File: src/set_assoc_cache_lru_sim_defines.svh
// Assertion macros shared by the cache simulator RTL.
// Depends on nothing; the including module must provide clk and rst_n.
`ifndef SET_ASSOC_CACHE_LRU_SIM_DEFINES_SVH
`define SET_ASSOC_CACHE_LRU_SIM_DEFINES_SVH

// Same-cycle implication, disabled while reset is asserted.
`define SACL_ASSERT_NOW(label, ante, cons, msg) \
    label: assert property (@(posedge clk) disable iff (!rst_n) (ante) |-> (cons)) \
        else $error(msg);

// Next-cycle implication, disabled while reset is asserted.
`define SACL_ASSERT_NEXT(label, ante, cons, msg) \
    label: assert property (@(posedge clk) disable iff (!rst_n) (ante) |=> (cons)) \
        else $error(msg);

`endif

File: src/sacl_pkg.sv
// Package for the set-associative LRU cache simulator: payload structs,
// configuration layout, access and outcome codes. Depends on nothing.
package sacl_pkg;

    localparam int ADDR_W      = 32;
    localparam int CNT_W       = 32;
    localparam int WAYS_W      = 4;
    localparam int WAY_OUT_W   = 3;
    // The set_bits register is three bits wide, so no set index exceeds seven bits.
    localparam int SET_FIELD_W = 7;

    localparam int CFG_INDEX_W = 2;
    localparam int CFG_DATA_W  = 5;

    localparam int QUEUE_DEPTH = 2;
    localparam int QUEUE_PTR_W = 1;
    localparam int QUEUE_CNT_W = 2;

    localparam logic [CFG_INDEX_W-1:0] CFG_IDX_SET_BITS   = 2'd0;
    localparam logic [CFG_INDEX_W-1:0] CFG_IDX_WAYS       = 2'd1;
    localparam logic [CFG_INDEX_W-1:0] CFG_IDX_BLOCK_BITS = 2'd2;

    localparam logic [1:0] ACT_LOAD   = 2'd0;
    localparam logic [1:0] ACT_STORE  = 2'd1;
    localparam logic [1:0] ACT_MODIFY = 2'd2;

    localparam logic [1:0] OUTC_HIT   = 2'd0;
    localparam logic [1:0] OUTC_FILL  = 2'd1;
    localparam logic [1:0] OUTC_EVICT = 2'd2;

    typedef struct packed {
        logic [2:0]        set_bits;
        logic [WAYS_W-1:0] ways_in_use;
        logic [4:0]        block_bits;
    } cfg_t;

    typedef struct packed {
        logic [1:0]        action;
        logic [ADDR_W-1:0] address;
    } in_item_t;

    typedef struct packed {
        logic [1:0]           outcome;
        logic                 extra_hit;
        logic [WAY_OUT_W-1:0] way_used;
        logic [CNT_W-1:0]     hit_total;
        logic [CNT_W-1:0]     miss_total;
        logic [CNT_W-1:0]     eviction_total;
    } out_item_t;

    // A decoded access as it waits between the front end and the back end.
    typedef struct packed {
        logic                   modify;
        logic [SET_FIELD_W-1:0] set_idx;
        logic [ADDR_W-1:0]      tag;
        logic [WAYS_W-1:0]      ways;
    } job_t;

endpackage

File: src/sacl_queue.sv
// Two-entry queue of decoded accesses between front end and back end.
// Depends on sacl_pkg.
module sacl_queue
    import sacl_pkg::*;
(
    input  logic clk,
    input  logic rst_n,
    input  logic push_valid,
    output logic push_ready,
    input  job_t push_data,
    output logic pop_valid,
    input  logic pop_ready,
    output job_t pop_data
);

    job_t                   entries_reg [QUEUE_DEPTH];
    logic [QUEUE_PTR_W-1:0] wr_ptr_reg;
    logic [QUEUE_PTR_W-1:0] rd_ptr_reg;
    logic [QUEUE_CNT_W-1:0] count_reg;
    logic                   push;
    logic                   pop;

    assign push_ready = (count_reg != QUEUE_CNT_W'(QUEUE_DEPTH));
    assign pop_valid  = (count_reg != '0);
    assign pop_data   = entries_reg[rd_ptr_reg];
    assign push       = push_valid && push_ready;
    assign pop        = pop_valid && pop_ready;

    always_ff @(posedge clk or negedge rst_n)
    begin
        if (!rst_n)
        begin
            wr_ptr_reg <= '0;
            rd_ptr_reg <= '0;
            count_reg  <= '0;
        end
        else
        begin
            if (push)
            begin
                wr_ptr_reg <= wr_ptr_reg + QUEUE_PTR_W'(1);
            end
            if (pop)
            begin
                rd_ptr_reg <= rd_ptr_reg + QUEUE_PTR_W'(1);
            end
            if (push && !pop)
            begin
                count_reg <= count_reg + QUEUE_CNT_W'(1);
            end
            else if (pop && !push)
            begin
                count_reg <= count_reg - QUEUE_CNT_W'(1);
            end
        end
    end

    always_ff @(posedge clk)
    begin
        if (push)
        begin
            entries_reg[wr_ptr_reg] <= push_data;
        end
    end

endmodule

File: config.mk
export PLATFORM = sky130hd
export DESIGN_NAME = sacl_queue
export DESIGN_NICKNAME = d
export VERILOG_FILES = /design/src/set_assoc_cache_lru_sim_defines.svh /design/src/sacl_pkg.sv /design/src/sacl_queue.sv
export SDC_FILE = /design/constraint.sdc
export NUM_CORES = 1
export LEC_CHECK = 0
export BUFFER_PORTS_ARGS = -buffer_cell sky130_fd_sc_hd__buf_2
export CAP_MARGIN = 20
export CORE_MARGIN = 2
export CORE_UTILIZATION = 45
export CTS_BUF_LIST = sky130_fd_sc_hd__clkbuf_8
export DETAILED_ROUTE_END_ITERATION = 16
export GPL_ROUTABILITY_DRIVEN = 0
export PLACE_DENSITY = 0.78
export SLEW_MARGIN = 20
export SYNTH_ARGS = -nofsm -noshare
export SYNTH_HDL_FRONTEND = slang
export SYNTH_SLANG_ARGS = --single-unit
File: constraint.sdc
create_clock -name clk -period 8.37 [get_ports clk]
set_clock_uncertainty 0.2 [all_clocks]
set_input_delay 0.4185 -clock clk [delete_from_list [all_inputs] [get_ports clk]]
set_output_delay 0.4185 -clock clk [all_outputs]
set_load 0.01 [all_outputs]
==> summary by stage, run 1 <==
Status
The run finished with clean final reports.

Cells and area
The register with the most flip-flops in the layout has 88 of them. Once layout is complete, the cells apart from fillers number 364. The number of nets in the layout is 306. The area added between synthesis and finish is 19.6%. The final standard cell utilization of the core is 55.5%. In the final layout, the share of cells above drive strength 1 is 59.8%. The post-route cell area is 4270 sq um.

Place
The number of input and output port buffers inserted is 93. In this run, placement finished with an instance count of 347. The sum of net half-perimeters after detailed placement is 3500 microns. The placed standard-cell area is 4100 sq um.

Timing
The count of final max-slew check failures is 0. The hold violation count in the final report came to 0. Timing would allow up to 0.397 GHz. The remaining max-slew budget at the tightest pin is 46.9%. For the pin with the worst max-slew slack, the measured transition is 0.797 ns. The shortest clock period the worst path allows after layout is 2.52 ns. The final-report setup violation count is 0. Summed over all failing endpoints, the final setup total negative slack is 0 ns. Setup repair after global routing left no endpoint under its margin. The final worst-path cycle share is 30.1%.

Pwr
The static leakage power is 1.72 nW. In this run the power density over the cells is 328 nW/um^2. The post-route total power is 1.40 mW. The worst vdd rail ir drop is 0.274 mV.

Route
In the routed layout, each cell is associated on average with a via count of 4.70. The routed length per placed instance is 14.9 microns. The number of iterations in the first detailed-routing pass is 4. In the routed design, unresolved DRC markers number 0. For this block, the initial DRC count from the detailed router was 59.

The post-detailed-routing wire length is 5430 microns. In this run the remaining antenna-violating nets after routing total 0. For this block, the via count after detailed routing is 1710.

Die
The effective utilization at floorplan is 46.4%. The chip height is 93.1 microns. The die is 93.1 microns wide. The core region is 7690 sq um.

The floorplan has 32 rows. During I/O placement, the number of pins put on the boundary was 94. The floorplan step defined a die boundary enclosing 8660 sq um.

GRT
The overall track demand over capacity in global routing is 13.1%. The number of global-route vias before repair was 1709. The wire length of the first global-routing pass is 8350 microns.

The largest net degree at the start of global routing is 46. The number of antenna violations at the first check in global routing is 1. For this run the aggregate overflow at the end of global routing stands at 0.

CTS
The tree built by TritonCTS fans out to 92 sinks. The root buffer cell chosen for the clock tree is sky130_fd_sc_hd__clkbuf_8. The TritonCTS clock tree is built. TritonCTS created 9 clock buffers. For the worst-skew pair, the clock arrives at the later sink with an insertion delay of 0.34 ns. Clock-pin slew was measured on the worst setup and hold paths at 0.08 ns. The count of H-tree levels built during CTS is 3. The clock passes through at most 2 buffers.

Setup path
The largest delay contributor family on the critical path is buffers and inverters. The sort of element at the start of the critical path is a register. STA puts the critical path data required time at 7.75 ns.

For the worst setup path, the data arrival time is 1.90 ns. The category of the critical setup timing path is register to output port. In this design, the stage delay of the slowest critical-path cell is 0.62 ns. Walking the worst path, the cells encountered are buf_4, mux2_2, buf_2. The largest individual stage delay along the critical path comes from the cell sky130_fd_sc_hd__buf_4. STA classifies the critical path endpoint as an output port. Of all nets on the critical path, the largest fanout is 45.

Counting both buffers and inverters, the worst setup path holds a total of 2.

Yosys
The fraction of the yosys area taken by sequential cells is 76.8%. The cell taking the most area after synthesis is sky130_fd_sc_hd__edfxtp_1. The register bit total from synthesis is 92. The gate count after technology mapping is 155. After synthesis, the mean cell area works out to 23.0 sq um.

The number of nets in the synthesized netlist is 204. Sorting the synthesized cells by area gives the leading types as sky130_fd_sc_hd__edfxtp_1 (74%), sky130_fd_sc_hd__mux2_4 (16%), sky130_fd_sc_hd__dfrtp_1 (2.8%), sky130_fd_sc_hd__buf_12 (2.2%), sky130_fd_sc_hd__mux2_2 (1.6%). The area of the mapped netlist is 3570 sq um. During synthesis, Yosys emitted a total of 0 warnings. The fraction of post-synthesis cell area in the top cell type by area is 74.0%. The netlist uses 15 different library cells.

Worst hold path
The class of the worst hold path is input port to register.

Run
The count of max-cap constraint violations is 0.
worst paths after layout:
kind                                     from                 end  slack (ns)  cells past startpoint
worst max-delay path               rd_ptr_reg        pop_data[29]        5.85                      3
worst min-delay path            push_data[15]  entries_reg[1][15]        0.06                      1
worst max register to register   count_reg[0]  entries_reg[0][34]        6.15                      4
worst min register to register   count_reg[1]        count_reg[1]        0.32                      1
max in group asynchronous               rst_n          rd_ptr_reg        7.62                      2
min in group asynchronous               rst_n        count_reg[0]        0.21                      2
worst register-to-register path, delay by kind of cell, from the launching register on:
| family | cells | cell delay (ns) |
|---|---|---|
| simple gates | 3 | 0.84 |
| flops | 1 | 0.41 |
| buf+inv | 1 | 0.44 |
synth_stat cells, drive strengths merged:
cell type and n:
ha 1, nand2 2, xnor2 3, buf 5
dfrtp 4, edfxtp 88, nor2 2, nand2b 1
inv 1, and3 1, or2 1, mux2 44
xor2 2
layout by cell type (no fill, tap or decap):
cell type	n
sky130_fd_sc_hd__dfrtp_1	3
sky130_fd_sc_hd__buf_2	93
sky130_fd_sc_hd__mux2_2	5
sky130_fd_sc_hd__dfrtp_2	1
sky130_fd_sc_hd__edfxtp_1	88
sky130_fd_sc_hd__or2_1	1
sky130_fd_sc_hd__ha_1	1
sky130_fd_sc_hd__mux2_4	39
sky130_fd_sc_hd__clkinv_1	1
sky130_fd_sc_hd__clkbuf_8	9
sky130_fd_sc_hd__dlygate4sd3_1	1
sky130_fd_sc_hd__xor2_1	2
sky130_fd_sc_hd__inv_1	1
sky130_fd_sc_hd__diode_2	1
sky130_fd_sc_hd__clkinv_4	1
sky130_fd_sc_hd__nor2_4	1
sky130_fd_sc_hd__clkinv_2	4
sky130_fd_sc_hd__nor2_1	1
sky130_fd_sc_hd__xnor2_1	3
sky130_fd_sc_hd__and3_4	1
sky130_fd_sc_hd__nand2_1	2
sky130_fd_sc_hd__nand2b_1	1
sky130_fd_sc_hd__buf_4	2
routing by layer:
layer	up-vias	global-route usage [%]	routed length, microns
met4	0	7.35	90
li1	806	-	-
met3	9	3.71	362
met5	-	0	0
met2	56	21.3	2800
met1	839	15.9	2180
power breakdown:
| group | switching (mW) | leakage, nW | internal (mW) | total [mW] |
|---|---|---|---|---|
| clock | 0.140 | 0.0860 | 0.104 | 0.244 |
| sequential | 0.0301 | 0.863 | 0.631 | 0.661 |
| combinational | 0.243 | 0.768 | 0.253 | 0.495 |
cells by family after synthesis:
logic type	Yosys count	share of synthesized area, %
xor+xnor	5	1.23
mux	44	18.0
fa+ha+maj	1	0.350
simple gates	7	0.947
buf+inv	6	2.66
flops	92	76.8
cell type report:
class	instances	area, sq um
fill	634	3420
clock inverter	6	32.5
sequential	92	2740
clock buffer	9	124
multi-input combinational	57	744
timing repair buffer	96	490
inverter	1	3.75
antenna	1	2.50
tap	102	128
repair_timing:
action / CTS / global route
gates resized for setup: 0 / 0
buffers inserted: 0 / 0
hold buffers: 1 / 0
endpoints found under the hold margin: 4 / 0
stage by stage:
stage,hold WS [ns],setup slack [ns]
2_1_floorplan,-0.0771,5.17
3_3_place_gp,0.0258,6.19
3_5_place_dp,0.0369,6.09
4_1_cts,0.0404,5.82
5_1_grt,0.0372,5.76
6_report,0.0590,5.85
Power figures use the tool's default switching activity.
==> inputs of run 2 (changes only) <==
clock period = 2.6 ns   (was 8.37 ns; I/O delays follow)
==> run 2 against run 1 <==
  * Final area grew 14%
  * Die area is the same
  * Cell count grew 14%
  * Critical path type unchanged
  * Clock-buffer cell count is the same
  * Register-to-register slack lost 5.4 ns
  * Critical path depth is the same
==> summary by stage, run 2 (synthesized netlist as in run 1, its figures left out) <==
Place
The post-placement setup slack is 0.707 ns (-5.39 ns). The number of input and output port buffers inserted came to 93 (unchanged). The instance count after placement with tap cells included was 352 (+1.4%). The placed standard-cell area is 4160 sq um (+1.5%). The sum of net half-perimeters after detailed placement is 4000 microns (+14%).

GRT
The remaining global-route overflow is 0 (unchanged). The number of global-route vias before repair is 2044 (+20%). The largest net degree at the start of global routing is 38 (-17%). The wire length of the first global-routing pass is 9870 microns (+18%). The overall track demand over capacity in global routing is 15.5% (+2.3 points). The number of antenna violations at the first check in global routing is 0 (-1).

Setup path
The startpoint of the lowest-slack register-to-register path is count_reg[0]. The required time of the worst setup path came to 2.27 ns (-5.48 ns). The worst reg-to-reg path cell count is 3 (-1). The capture instance of the worst register-to-register path is entries_reg[1][26]. The category of the critical setup timing path is register to output port. The critical path goes through buf_4, mux2_2, buf_2. The highest fanout seen on the critical path was 12 (-73%).

The endpoint class of the critical path is an output port. STA classifies the critical path startpoint as a register. The data arrival time at the worst-slack endpoint was 1.72 ns (-0.18 ns). The minimum setup slack among reg-to-reg paths is 0.71 ns (-5.44 ns). The biggest cell delay along the critical path is 0.59 ns (-0.03 ns). The slowest stage of the critical path belongs to the cell sky130_fd_sc_hd__dfrtp_2.

Timing
The hold violation count in the final report was 0 (unchanged). The maximum clock frequency is 0.489 GHz. Setup repair after global routing left no endpoint under its margin. The final critical-path setup slack is 0.554 ns (-5.30 ns). The setup TNS after final layout is 0 ns (unchanged).

The count of final max-slew check failures is 0 (unchanged). The remaining max-slew budget at the tightest pin is 67.5% (+21 points). The pin slew with the least headroom to its limit is 0.487 ns (-0.310 ns). The final worst-path cycle share is 78.7%.

The final-report setup violation count came to 0 (unchanged). For the finished layout, the period the worst path requires is 2.05 ns.

Worst hold path
In this run the most critical hold path is launched from push_data[16]. The sink of the worst hold path is entries_reg[0][16]. The worst hold path belongs to the class input port to register.

The worst hold path depth is 2 (+1).

Cells and area
The filler cell count came to 579 (-8.7%). The number of antenna cells inserted was 0 (-1). The number of flip-flops in the largest register is 88 (unchanged). The final non-filler cell total is 416 (+14%). The library cell used most frequently in the layout, excluding fill and tap cells, is sky130_fd_sc_hd__buf_2. The area added between synthesis and finish is 36.2%. The layout cell share with drive strength beyond 1 is 51.9% (-7.9 points). The number of nets in the layout came to 358 (+17%). In the layout the commonest cells are sky130_fd_sc_hd__buf_2 (93), sky130_fd_sc_hd__edfxtp_1 (88), sky130_fd_sc_hd__dlygate4sd3_1 (48). The final standard cell utilization of the core is 63.2% (+7.7 points). The post-route cell area is 4860 sq um (+14%). The sequential standard cell area was 2740 sq um (unchanged). The combined area of the multi-input logic cells came to 741 sq um (-0.50%).

Route
The wire length on met3 is 341 microns (-5.8%). The amount of wire on met2 after detailed routing is 3480 microns (+24%). The starting DRC count in detailed routing is 74 (+25%).

The via total after detailed routing came to 1923 (+12%). The wire length on met1 is 2590 microns (+19%). The uppermost metal layer occupied by signal nets is met4. The remaining number of nets flagged by the antenna check after routing is 0 (unchanged). The number of design rule violations left after detail routing is 0 (unchanged). The post-detailed-routing wire length came to 6520 microns (+20%). The number of iterations in the first detailed-routing pass is 4 (unchanged). The routed length per placed instance is 15.7 microns (+5.0%). The number of vias per cell after detailed routing was 4.62 (-1.6%).

CTS
The number of buffers added by the clock tree synthesis step is 9 (unchanged). The insertion delay of the later-clocked pin in the worst-skew pair came to 0.35 ns (about the same). TritonCTS built the clock tree. The quantity of gates resized following cts is 0 (unchanged). The number of clock sinks seen by CTS is 92 (unchanged). The cell chosen for the clock root is sky130_fd_sc_hd__clkbuf_8. The CTS clock-pin slew for the worst setup and hold paths came to 0.09 ns (about the same). The count of H-tree levels built during CTS was 3 (unchanged). The maximum root-to-sink buffer count came to 2 (unchanged).

Die
The top-level I/O count came to 94 (unchanged). The chip height is 93.1 microns (unchanged). The die area was 8660 sq um (unchanged). The cell row count is 32 (unchanged).

The horizontal extent of the die is 93.1 microns (unchanged). The placeable core region was 7690 sq um (unchanged). The effective utilization at floorplan was 46.4% (unchanged).

Status
The run finished with clean final reports.

Pwr
The static leakage power came to 1.97 nW (+15%). The worst vdd rail ir drop is 0.580 mV (+110%). The power density over the cells is 1010 nW/um^2 (+210%).

Run
The count of max-cap constraint violations was 0 (unchanged).
## run 2: cell types whose count changed in the layout (fill, tap and decap cells not counted), moves of 2 or more
cell                            delta
sky130_fd_sc_hd__buf_4             +3
sky130_fd_sc_hd__dlygate4sd3_1    +47
sky130_fd_sc_hd__clkinv_2          -3
sky130_fd_sc_hd__bufinv_16         +2
sky130_fd_sc_hd__buf_12            +2
## run 2: how the worst max path moves through the flow
| stage | cells after the start | slack, ns | to | start |
|---|---|---|---|---|
| 2_1_floorplan | 3 | 0.13 | entries_reg[0][0] | count_reg[0] |
| 3_3_place_gp | 3 | 0.77 | entries_reg[1][26] | count_reg[0] |
| 3_5_place_dp | 3 | 0.71 | entries_reg[1][26] | count_reg[0] |
| 4_1_cts | 3 | 0.51 | pop_data[23] | rd_ptr_reg |
| 5_1_grt | 3 | 0.47 | pop_data[23] | rd_ptr_reg |
| 6_report | 3 | 0.55 | pop_data[23] | rd_ptr_reg |
## run 2: cell type report
| type | count | area share [%] |
|---|---|---|
| Clock inverter | 7 | 2.03 |
| Multi-Input combinational cell | 57 | 15.2 |
| Sequential cell | 92 | 56.4 |
| Clock buffer | 9 | 2.55 |
| Timing Repair Buffer | 148 | 21.0 |
| Tap cell | 102 | 2.62 |
| Inverter | 1 | 0.0772 |
## run 2: power breakdown
part           internal [mW]  switching (mW)  total (mW)
logic                  0.918           0.807        1.72
clock network          0.546           0.493        1.04
registers               2.03           0.143        2.17
total                   3.49            1.44        4.93
## run 2: per-stage QoR
step | hold slack, ns | total power, mW
2_1_floorplan | -0.366 | 3.40
3_3_place_gp | -0.260 | 3.84
5_1_grt | 0.287 | 5.17
3_5_place_dp | -0.260 | 3.89
4_1_cts | 0.277 | 4.97
6_report | 0.293 | 4.93
## run 2: critical path: cells and delay by family (launching register included)
kind                   cells  cell delay (ns)
multiplexers               1             0.35
buffers and inverters      2             0.42
flip-flops                 1             0.59
## run 2: what timing repair did
| action | 4_1_cts | 5_1_grt |
|---|---|---|
| hold endpoints to repair | 94 | 0 |
| buffers inserted | 0 | 0 |
| hold buffers | 48 | 0 |
## run 2: per-layer routing
metal,vias to the layer above,global-route usage [%]
li1,911,-
met5,-,0
met2,69,28.7
met4,0,6.00
met1,930,16.6
met3,13,4.51
